===== src/rtl/lrbs_pkg.sv =====
// Shared types, framing constants and the escape lookup for the log record byte stuffer.
package lrbs_pkg;

  // Record word kinds.
  localparam logic [1:0] MODE_START   = 2'd0;
  localparam logic [1:0] MODE_PAYLOAD = 2'd1;
  localparam logic [1:0] MODE_END     = 2'd2;
  localparam logic [1:0] MODE_NONE    = 2'd3;

  // Framing marks and flow control bytes.
  localparam logic [7:0] MARK_START = 8'hEB;
  localparam logic [7:0] MARK_ESC   = 8'hEC;
  localparam logic [7:0] MARK_TICK  = 8'hED;
  localparam logic [7:0] MARK_END   = 8'hEE;
  localparam logic [7:0] CTRL_XON   = 8'h11;
  localparam logic [7:0] CTRL_XOFF  = 8'h13;

  // Codes sent after the escape byte.
  localparam logic [2:0] CODE_START = 3'd0;
  localparam logic [2:0] CODE_ESC   = 3'd1;
  localparam logic [2:0] CODE_END   = 3'd2;
  localparam logic [2:0] CODE_TICK  = 3'd3;
  localparam logic [2:0] CODE_XON   = 3'd4;
  localparam logic [2:0] CODE_XOFF  = 3'd5;

  // Job queue between front and back.
  localparam int QUEUE_DEPTH = 4;
  localparam int QUEUE_AW    = $clog2(QUEUE_DEPTH);

  typedef struct packed {
    logic [1:0] mode;
    logic [7:0] data_byte;
  } rec_word_t;

  typedef struct packed {
    logic [7:0] out_byte;
    logic       last;
  } ser_word_t;

  // One classified record word: up to three bytes, len counts them (1 to 3).
  typedef struct packed {
    logic [1:0]      len;
    logic [2:0][7:0] bytes;
  } job_t;

  typedef struct packed {
    logic empty;
    logic full;
  } queue_status_t;

  typedef struct packed {
    logic       hit;
    logic [7:0] code;
  } esc_t;

  function automatic esc_t escape_lookup(input logic [7:0] value);
    esc_t r;
    r.hit  = 1'b1;
    r.code = 8'h00;
    unique case (value)
      MARK_START: r.code = {5'd0, CODE_START};
      MARK_ESC:   r.code = {5'd0, CODE_ESC};
      MARK_END:   r.code = {5'd0, CODE_END};
      MARK_TICK:  r.code = {5'd0, CODE_TICK};
      CTRL_XON:   r.code = {5'd0, CODE_XON};
      CTRL_XOFF:  r.code = {5'd0, CODE_XOFF};
      default:    r.hit  = 1'b0;
    endcase
    return r;
  endfunction

endpackage


===== src/rtl/lrbs_front.sv =====
// Front end: accepts record words, keeps the checksum and builds byte jobs.
module lrbs_front (
  input  logic                   clk,
  input  logic                   rst,
  input  logic                   rec_valid,
  output logic                   rec_ready,
  input  lrbs_pkg::rec_word_t    rec,
  input  lrbs_pkg::queue_status_t qstat,
  output logic                   push,
  output lrbs_pkg::job_t         job
);
  import lrbs_pkg::*;

  logic [7:0] checksum;
  logic [7:0] checksum_next;
  logic       accept;
  esc_t       esc_data;
  esc_t       esc_sum;

  assign rec_ready = !qstat.full;
  assign accept    = rec_valid && rec_ready;
  assign push      = accept && (rec.mode != MODE_NONE);

  assign esc_data = escape_lookup(rec.data_byte);
  assign esc_sum  = escape_lookup(checksum);

  always_comb begin
    job           = '0;
    checksum_next = checksum;
    unique case (rec.mode)
      MODE_START: begin
        job.len       = 2'd2;
        job.bytes[0]  = MARK_START;
        job.bytes[1]  = rec.data_byte;
        checksum_next = rec.data_byte;
      end
      MODE_PAYLOAD: begin
        checksum_next = checksum + rec.data_byte;
        if (esc_data.hit) begin
          job.len      = 2'd2;
          job.bytes[0] = MARK_ESC;
          job.bytes[1] = esc_data.code;
        end else begin
          job.len      = 2'd1;
          job.bytes[0] = rec.data_byte;
        end
      end
      MODE_END: begin
        job.bytes[0] = MARK_END;
        if (esc_sum.hit) begin
          job.len      = 2'd3;
          job.bytes[1] = MARK_ESC;
          job.bytes[2] = esc_sum.code;
        end else begin
          job.len      = 2'd2;
          job.bytes[1] = checksum;
        end
      end
      default: begin
        job = '0;
      end
    endcase
  end

  always_ff @(posedge clk) begin
    if (rst) begin
      checksum <= 8'h00;
    end else if (accept) begin
      checksum <= checksum_next;
    end
  end

endmodule


===== src/rtl/lrbs_queue.sv =====
// Short job queue that decouples the front end from the byte sequencer.
module lrbs_queue (
  input  logic                    clk,
  input  logic                    rst,
  input  logic                    push,
  input  lrbs_pkg::job_t          push_job,
  input  logic                    pop,
  output lrbs_pkg::job_t          head,
  output lrbs_pkg::queue_status_t qstat
);
  import lrbs_pkg::*;

  job_t                  slots [QUEUE_DEPTH];
  logic [QUEUE_AW-1:0]   wr_ptr;
  logic [QUEUE_AW-1:0]   rd_ptr;
  logic [QUEUE_AW:0]     count;

  assign qstat.empty = (count == '0);
  assign qstat.full  = (count == (QUEUE_AW+1)'(QUEUE_DEPTH));
  assign head        = slots[rd_ptr];

  always_ff @(posedge clk) begin
    if (push) begin
      slots[wr_ptr] <= push_job;
    end
  end

  always_ff @(posedge clk) begin
    if (rst) begin
      wr_ptr <= '0;
      rd_ptr <= '0;
      count  <= '0;
    end else begin
      if (push) begin
        wr_ptr <= wr_ptr + 1'b1;
      end
      if (pop) begin
        rd_ptr <= rd_ptr + 1'b1;
      end
      if (push && !pop) begin
        count <= count + 1'b1;
      end else if (pop && !push) begin
        count <= count - 1'b1;
      end
    end
  end

  a_no_overflow: assert property (@(posedge clk) disable iff (rst)
    push |-> !qstat.full)
    else $error("job queue written while full");

  a_no_underflow: assert property (@(posedge clk) disable iff (rst)
    pop |-> !qstat.empty)
    else $error("job queue read while empty");

endmodule


===== src/rtl/lrbs_back.sv =====
// Back end: walks each job one byte per cycle into the output register, while the receiver takes the bytes.
module lrbs_back (
  input  logic                    clk,
  input  logic                    rst,
  input  lrbs_pkg::job_t          head,
  input  lrbs_pkg::queue_status_t qstat,
  output logic                    pop,
  output logic                    ser_valid,
  input  logic                    ser_ready,
  output lrbs_pkg::ser_word_t     ser
);
  import lrbs_pkg::*;

  job_t       cur;
  logic [1:0] idx;
  logic       busy;
  logic       slot_free;
  logic       cur_last;

  assign slot_free = !ser_valid || ser_ready;
  assign cur_last  = (idx == cur.len - 2'd1);
  assign pop       = slot_free && !busy && !qstat.empty;

  always_ff @(posedge clk) begin
    if (rst) begin
      ser_valid <= 1'b0;
      busy      <= 1'b0;
    end else if (slot_free) begin
      if (busy) begin
        ser_valid    <= 1'b1;
        ser.out_byte <= cur.bytes[idx];
        ser.last     <= cur_last;
        idx          <= idx + 2'd1;
        if (cur_last) begin
          busy <= 1'b0;
        end
      end else if (!qstat.empty) begin
        ser_valid    <= 1'b1;
        ser.out_byte <= head.bytes[0];
        ser.last     <= (head.len == 2'd1);
        if (head.len != 2'd1) begin
          cur  <= head;
          idx  <= 2'd1;
          busy <= 1'b1;
        end
      end else begin
        ser_valid <= 1'b0;
      end
    end
  end

  a_idx_in_range: assert property (@(posedge clk) disable iff (rst)
    busy |-> (idx < cur.len))
    else $error("byte index beyond job length");

  a_tail_pending: assert property (@(posedge clk) disable iff (rst)
    (ser_valid && !ser.last) |-> busy)
    else $error("non-final byte shown with no rest of job pending");

endmodule


===== src/rtl/log_record_byte_stuffer.sv =====
// Top level of the log record byte stuffer: front end, job queue and byte sequencer.
//
// The rec channel takes one record word per handshake: a start word (mode 0)
// carrying the message type, a payload word (mode 1) carrying one data byte,
// or an end word (mode 2). Mode 3 is accepted and dropped. The ser channel
// gives one serial byte per handshake, with last set on the final byte that a
// record word causes. Start words give the start mark and the raw type; payload
// bytes and the closing checksum are escaped as the escape byte plus a code.
//
// A record word is classified and its bytes are worked out in the cycle it is
// accepted, then queued in a four-entry job queue; the first byte goes from
// there to the output register. While ser_ready is high the sequencer sends
// one byte per cycle with no gap between words, a word giving one to three
// bytes, and input words are taken every cycle while the queue has room.
//
// Reset clears the checksum to zero and empties the queue and output register.
// When the receiver holds ser_ready low the current byte stays on ser, the
// queue fills, and rec_ready drops once all four entries are taken.
module log_record_byte_stuffer (
  input  logic                clk,
  input  logic                rst,
  input  logic                rec_valid,
  output logic                rec_ready,
  input  lrbs_pkg::rec_word_t rec,
  output logic                ser_valid,
  input  logic                ser_ready,
  output lrbs_pkg::ser_word_t ser
);
  import lrbs_pkg::*;

  queue_status_t qstat;
  job_t          push_job;
  job_t          head;
  logic          push;
  logic          pop;

  // Classification and checksum.
  lrbs_front u_front (
    .clk       (clk),
    .rst       (rst),
    .rec_valid (rec_valid),
    .rec_ready (rec_ready),
    .rec       (rec),
    .qstat     (qstat),
    .push      (push),
    .job       (push_job)
  );

  // Job queue lets either side stall on its own.
  lrbs_queue u_queue (
    .clk      (clk),
    .rst      (rst),
    .push     (push),
    .push_job (push_job),
    .pop      (pop),
    .head     (head),
    .qstat    (qstat)
  );

  // Byte sequencer and output register.
  lrbs_back u_back (
    .clk       (clk),
    .rst       (rst),
    .head      (head),
    .qstat     (qstat),
    .pop       (pop),
    .ser_valid (ser_valid),
    .ser_ready (ser_ready),
    .ser       (ser)
  );

endmodule


===== config.mk =====
export PLATFORM = sky130hd
export DESIGN_NAME = log_record_byte_stuffer
export DESIGN_NICKNAME = d
export VERILOG_FILES = /design/src/rtl/lrbs_pkg.sv /design/src/rtl/lrbs_front.sv /design/src/rtl/lrbs_queue.sv /design/src/rtl/lrbs_back.sv /design/src/rtl/log_record_byte_stuffer.sv
export SDC_FILE = /design/constraint.sdc
export NUM_CORES = 1
export LEC_CHECK = 0
export BUFFER_PORTS_ARGS = -buffer_cell sky130_fd_sc_hd__buf_2
export CAP_MARGIN = 30
export CORE_MARGIN = 1
export CORE_UTILIZATION = 55
export DETAILED_ROUTE_END_ITERATION = 12
export GPL_TIMING_DRIVEN = 0
export PLACE_DENSITY = 0.75
export SETUP_SLACK_MARGIN = 0.05
export SLEW_MARGIN = 20
export SYNTH_ARGS = -nofsm -noshare
export SYNTH_HDL_FRONTEND = slang
export SYNTH_SLANG_ARGS = --single-unit

===== constraint.sdc =====
create_clock -name clk -period 2.6 [get_ports clk]
set_input_delay 0.26 -clock clk [delete_from_list [all_inputs] [get_ports clk]]
set_output_delay 0.26 -clock clk [all_outputs]
set_load 0.05 [all_outputs]

==> metrics.yaml <==
finalClockSkew_ps: 8.15
hold-path-endpoint: "u_back.ser_valid$_SDFFE_PP0N_"
initial_core_util: 0.569
antenna_cells_inserted: 0
power.share.clock: 0.324
worst_slew_pin_slew_ps: 853
leakagePower_nw: 2.43
synth.area.top_cells: "sky130_fd_sc_hd__edfxtp_1 59%, sky130_fd_sc_hd__mux4_2 8.0%, sky130_fd_sc_hd__dfxtp_1 6.4%"
die_width_um: 106
period_needed_ps: 2350
critPathKind: "flop to flop"
internal_power_mw: 4.68
drive_above_1_share: 0.201
numCtsBuffers: 17
worst_path_max_delay_cell: "sky130_fd_sc_hd__dfxtp_1"
chipHeight_um: 106
tritoncts: "built"
worstSkewPairLatency_ps: 530
synth_area_per_cell_sq_um: 14.4
cts_max_path_buffers: 2
placed_wire_length_estimate_um: 7890
drt_wl_total_um: 11600
cell_type_with_the_largest_total_area_after_synthesis: "sky130_fd_sc_hd__edfxtp_1"
slowest_delay_ps: 440
share_of_the_yosys_chip_area_belonging_to_registers: 0.655
num_rows: 37
pwr-share-comb: 0.236
first_pass_iters: 7
hp-start: "ser_ready"
number_of_cells_traversed_by_the_worst_hold_path: 4
ioPinCount: 25
gate_family_responsible_for_the_most_delay_along_the_worst_path: "adder cells"
async_flop_share: 0
finalCritPeriodShare: 0.904
critical_path.startpoint_type: "flop"
slew_headroom: 0.426
routabilityCongestion: 0.845
setup_repair_after_global_routing_missed_its_margin: "no"
synth_cell_type_count: 46
drt_antenna_net_count: 0
endpoints_failing_setup: 0
synthesis.area_sq_um: 5900
grt_first_pass_wirelength_um: 18700
all_layer_gr_usage: 0.230
routed_wire_length_per_instance_um: 19.1
reported_net_switching_power_mw: 2.00
final-instance-count-excl-fill: 608
grt_pass1_vias: 3590
synth.most_common_cell: "sky130_fd_sc_hd__edfxtp_1"
antenna_found_initial: 0
clock_slew_at_reported_path_ffs_ps: 60
switching_share: 0.299
r2r_setup_slk_ps: 250
worst-path-max-fanout: 5
grt_start_max_net_pins: 18
critical_register_to_register_path_endpoint: "u_queue.count[2]$_SDFFE_PP0P_"
postSynth.topFlopCell: "sky130_fd_sc_hd__edfxtp_1"
ff2ff_path_depth: 8
core-area_sq_um: 10400
worstHoldPathType: "primary input to flop"
die_area_sq_um: 11200
routed-via-count: 3698
synthDominantCellAreaShare: 0.590
p_seq_frac: 0.440
cell_by_cell_trace_of_the_critical_path: "nor3b_1 > a211oi_2 > ha_1 > inv_1 > fa_1 > xor2_1 > or3_1 > a21oi_1"
grt_overflow_total: 0
path_depth: 8
htree_levels: 4
worstPathArrival_ps: 2800
syn-instance-count: 410
edff_count_synth: 116
worst-endpoint-required_ps: 3050
power.ir.vdd_worst_mv: 0.535
synth_seq_cells: 135
remaining_drc_errors: 0
placed_cells: 573
r2r-start: "u_queue.count[0]$_SDFFE_PP0P_"
drt-initial-drc-count: 284
crit_path_end_kind: "flop"
power_mw: 6.68
cap_viol_max_count: 0
net_count_synth: 438
finish.utilization: 0.660
finalHoldViolCount: 0
layout.nets: 487
hold_worst_slack_ps: 68.2
cts_root_buf: "sky130_fd_sc_hd__clkbuf_8"
max_freq_ghz: 0.426
syn2layout_area_growth_pct: 15.9
placement.io_buffers: 22
critical_path.n_buffers_inverters: 1
power_density_nw_per_um2: 976
detail_route.vias_per_cell: 6.08
synth.cells.most_frequent: "116 x sky130_fd_sc_hd__edfxtp_1, 36 x sky130_fd_sc_hd__nor2_1, 25 x sky130_fd_sc_hd__a21oi_1"
drv_slew: 0
outcome: "finished clean"
numClockSinks: 135
finalSetupTns_ps: 0
synthesis.yosys.warnings: 0
power by group through the flow:
stage | sequential (mW) | clock [mW] | combinational, mW
4_1_cts | 2.92 | 2.19 | 1.61
3_3_place_gp | 2.94 | 0 | 1.49
2_1_floorplan | 3.13 | 0 | 0.979
5_1_grt | 2.97 | 2.28 | 1.71
3_5_place_dp | 2.96 | 0 | 1.58
6_report | 2.94 | 2.16 | 1.57
cell type report:
class / instances / area, sq um
well taps: 136 / 170
repair buffers: 31 / 214
flip-flops and latches: 135 / 3860
plain buffers: 18 / 75.1
multi-input cells: 237 / 1900
clock buffers: 19 / 442
clock inverters: 13 / 106
fillers: 756 / 3530
inverters: 19 / 71.3
cell families after synthesis:
family / share of synthesized area
AOI/OAI and AO/OA: 0.0837
xor gates and xnor gates: 0.0148
adders and majority gates: 0.0322
buffers and inverters: 0.0254
DFF: 0.655
muxes: 0.102
and+or+nand+nor: 0.0871
repair_timing:
item / in CTS / in global routing
pin swaps: 0 / 1
setup buffers: 0 / 3
hold buffers: 1 / 0
hold endpoints to repair: 1 / 0
endpoints found under the setup margin: 1 / 1
resized for setup: 1 / 0
routing by layer:
| metal | track usage | wire (um) | up-vias |
|---|---|---|---|
| met5 | 0 | 0 | - |
| met4 | 0.0843 | 277 | 0 |
| met3 | 0.0563 | 564 | 26 |
| met2 | 0.383 | 5910 | 148 |
| met1 | 0.294 | 4870 | 1839 |
| li1 | - | - | 1685 |
cell usage in the layout, fill, tap and decap left out, types with 5 or more instances in the layout:
cell	instances
sky130_fd_sc_hd__nand2_1	18
sky130_fd_sc_hd__nor2b_1	8
sky130_fd_sc_hd__a311oi_1	5
sky130_fd_sc_hd__clkinv_2	7
sky130_fd_sc_hd__xor2_1	6
sky130_fd_sc_hd__inv_1	19
sky130_fd_sc_hd__o21a_1	5
sky130_fd_sc_hd__mux2i_1	13
sky130_fd_sc_hd__clkbuf_1	10
sky130_fd_sc_hd__dfxtp_1	19
sky130_fd_sc_hd__o22ai_1	6
sky130_fd_sc_hd__clkbuf_16	16
sky130_fd_sc_hd__nor2_1	35
sky130_fd_sc_hd__mux4_2	21
sky130_fd_sc_hd__and3_1	5
sky130_fd_sc_hd__o21ai_0	11
sky130_fd_sc_hd__nor3_1	7
sky130_fd_sc_hd__ha_1	12
sky130_fd_sc_hd__buf_2	28
sky130_fd_sc_hd__a21oi_1	25
sky130_fd_sc_hd__edfxtp_1	116
stage by stage:
| step | setup slack [ps] | instance area (sq um) |
|---|---|---|
| after global placement | -226 | 6180 |
| after detailed placement | -72.6 | 6260 |
| after CTS | 175 | 6830 |
| final | 251 | 6840 |
| after global routing | 83.8 | 6840 |
| after floorplan | 162 | 5900 |
worst reg2reg max path, stage by stage (launching register included):
cell and delay [ps]:
sky130_fd_sc_hd__dfxtp_1 440, sky130_fd_sc_hd__nor3b_1 150, sky130_fd_sc_hd__a211oi_2 380, sky130_fd_sc_hd__ha_1 250
sky130_fd_sc_hd__inv_1 60, sky130_fd_sc_hd__fa_1 370, sky130_fd_sc_hd__xor2_1 170, sky130_fd_sc_hd__or3_1 300
sky130_fd_sc_hd__a21oi_1 150
registers in the layout, summed over array words and instances, names as in the netlist, named ones only:
register and count:
u_queue.slots 84, u_back.busy 1, u_back.idx 2, u_queue.rd_ptr 2, u_back.ser 9, u_back.ser_valid 1, u_queue.count 3, u_front.checksum 8
u_back.cur 21, u_queue.wr_ptr 2
how the worst max path moves through the flow:
stage                                        startpoint                             to
after floorplan           u_back.ser_valid$_SDFFE_PP0N_        u_back.cur[0]$_DFFE_PP_
after global placement         u_back.busy$_SDFFE_PP0N_       u_back.cur[17]$_DFFE_PP_
after detailed placement  u_queue.count[0]$_SDFFE_PP0P_  u_queue.count[2]$_SDFFE_PP0P_
after CTS                 u_queue.count[0]$_SDFFE_PP0P_  u_queue.count[2]$_SDFFE_PP0P_
after global routing      u_queue.count[0]$_SDFFE_PP0P_  u_queue.count[2]$_SDFFE_PP0P_
final                     u_queue.count[0]$_SDFFE_PP0P_  u_queue.count[2]$_SDFFE_PP0P_
Power figures use the tool's default switching activity.
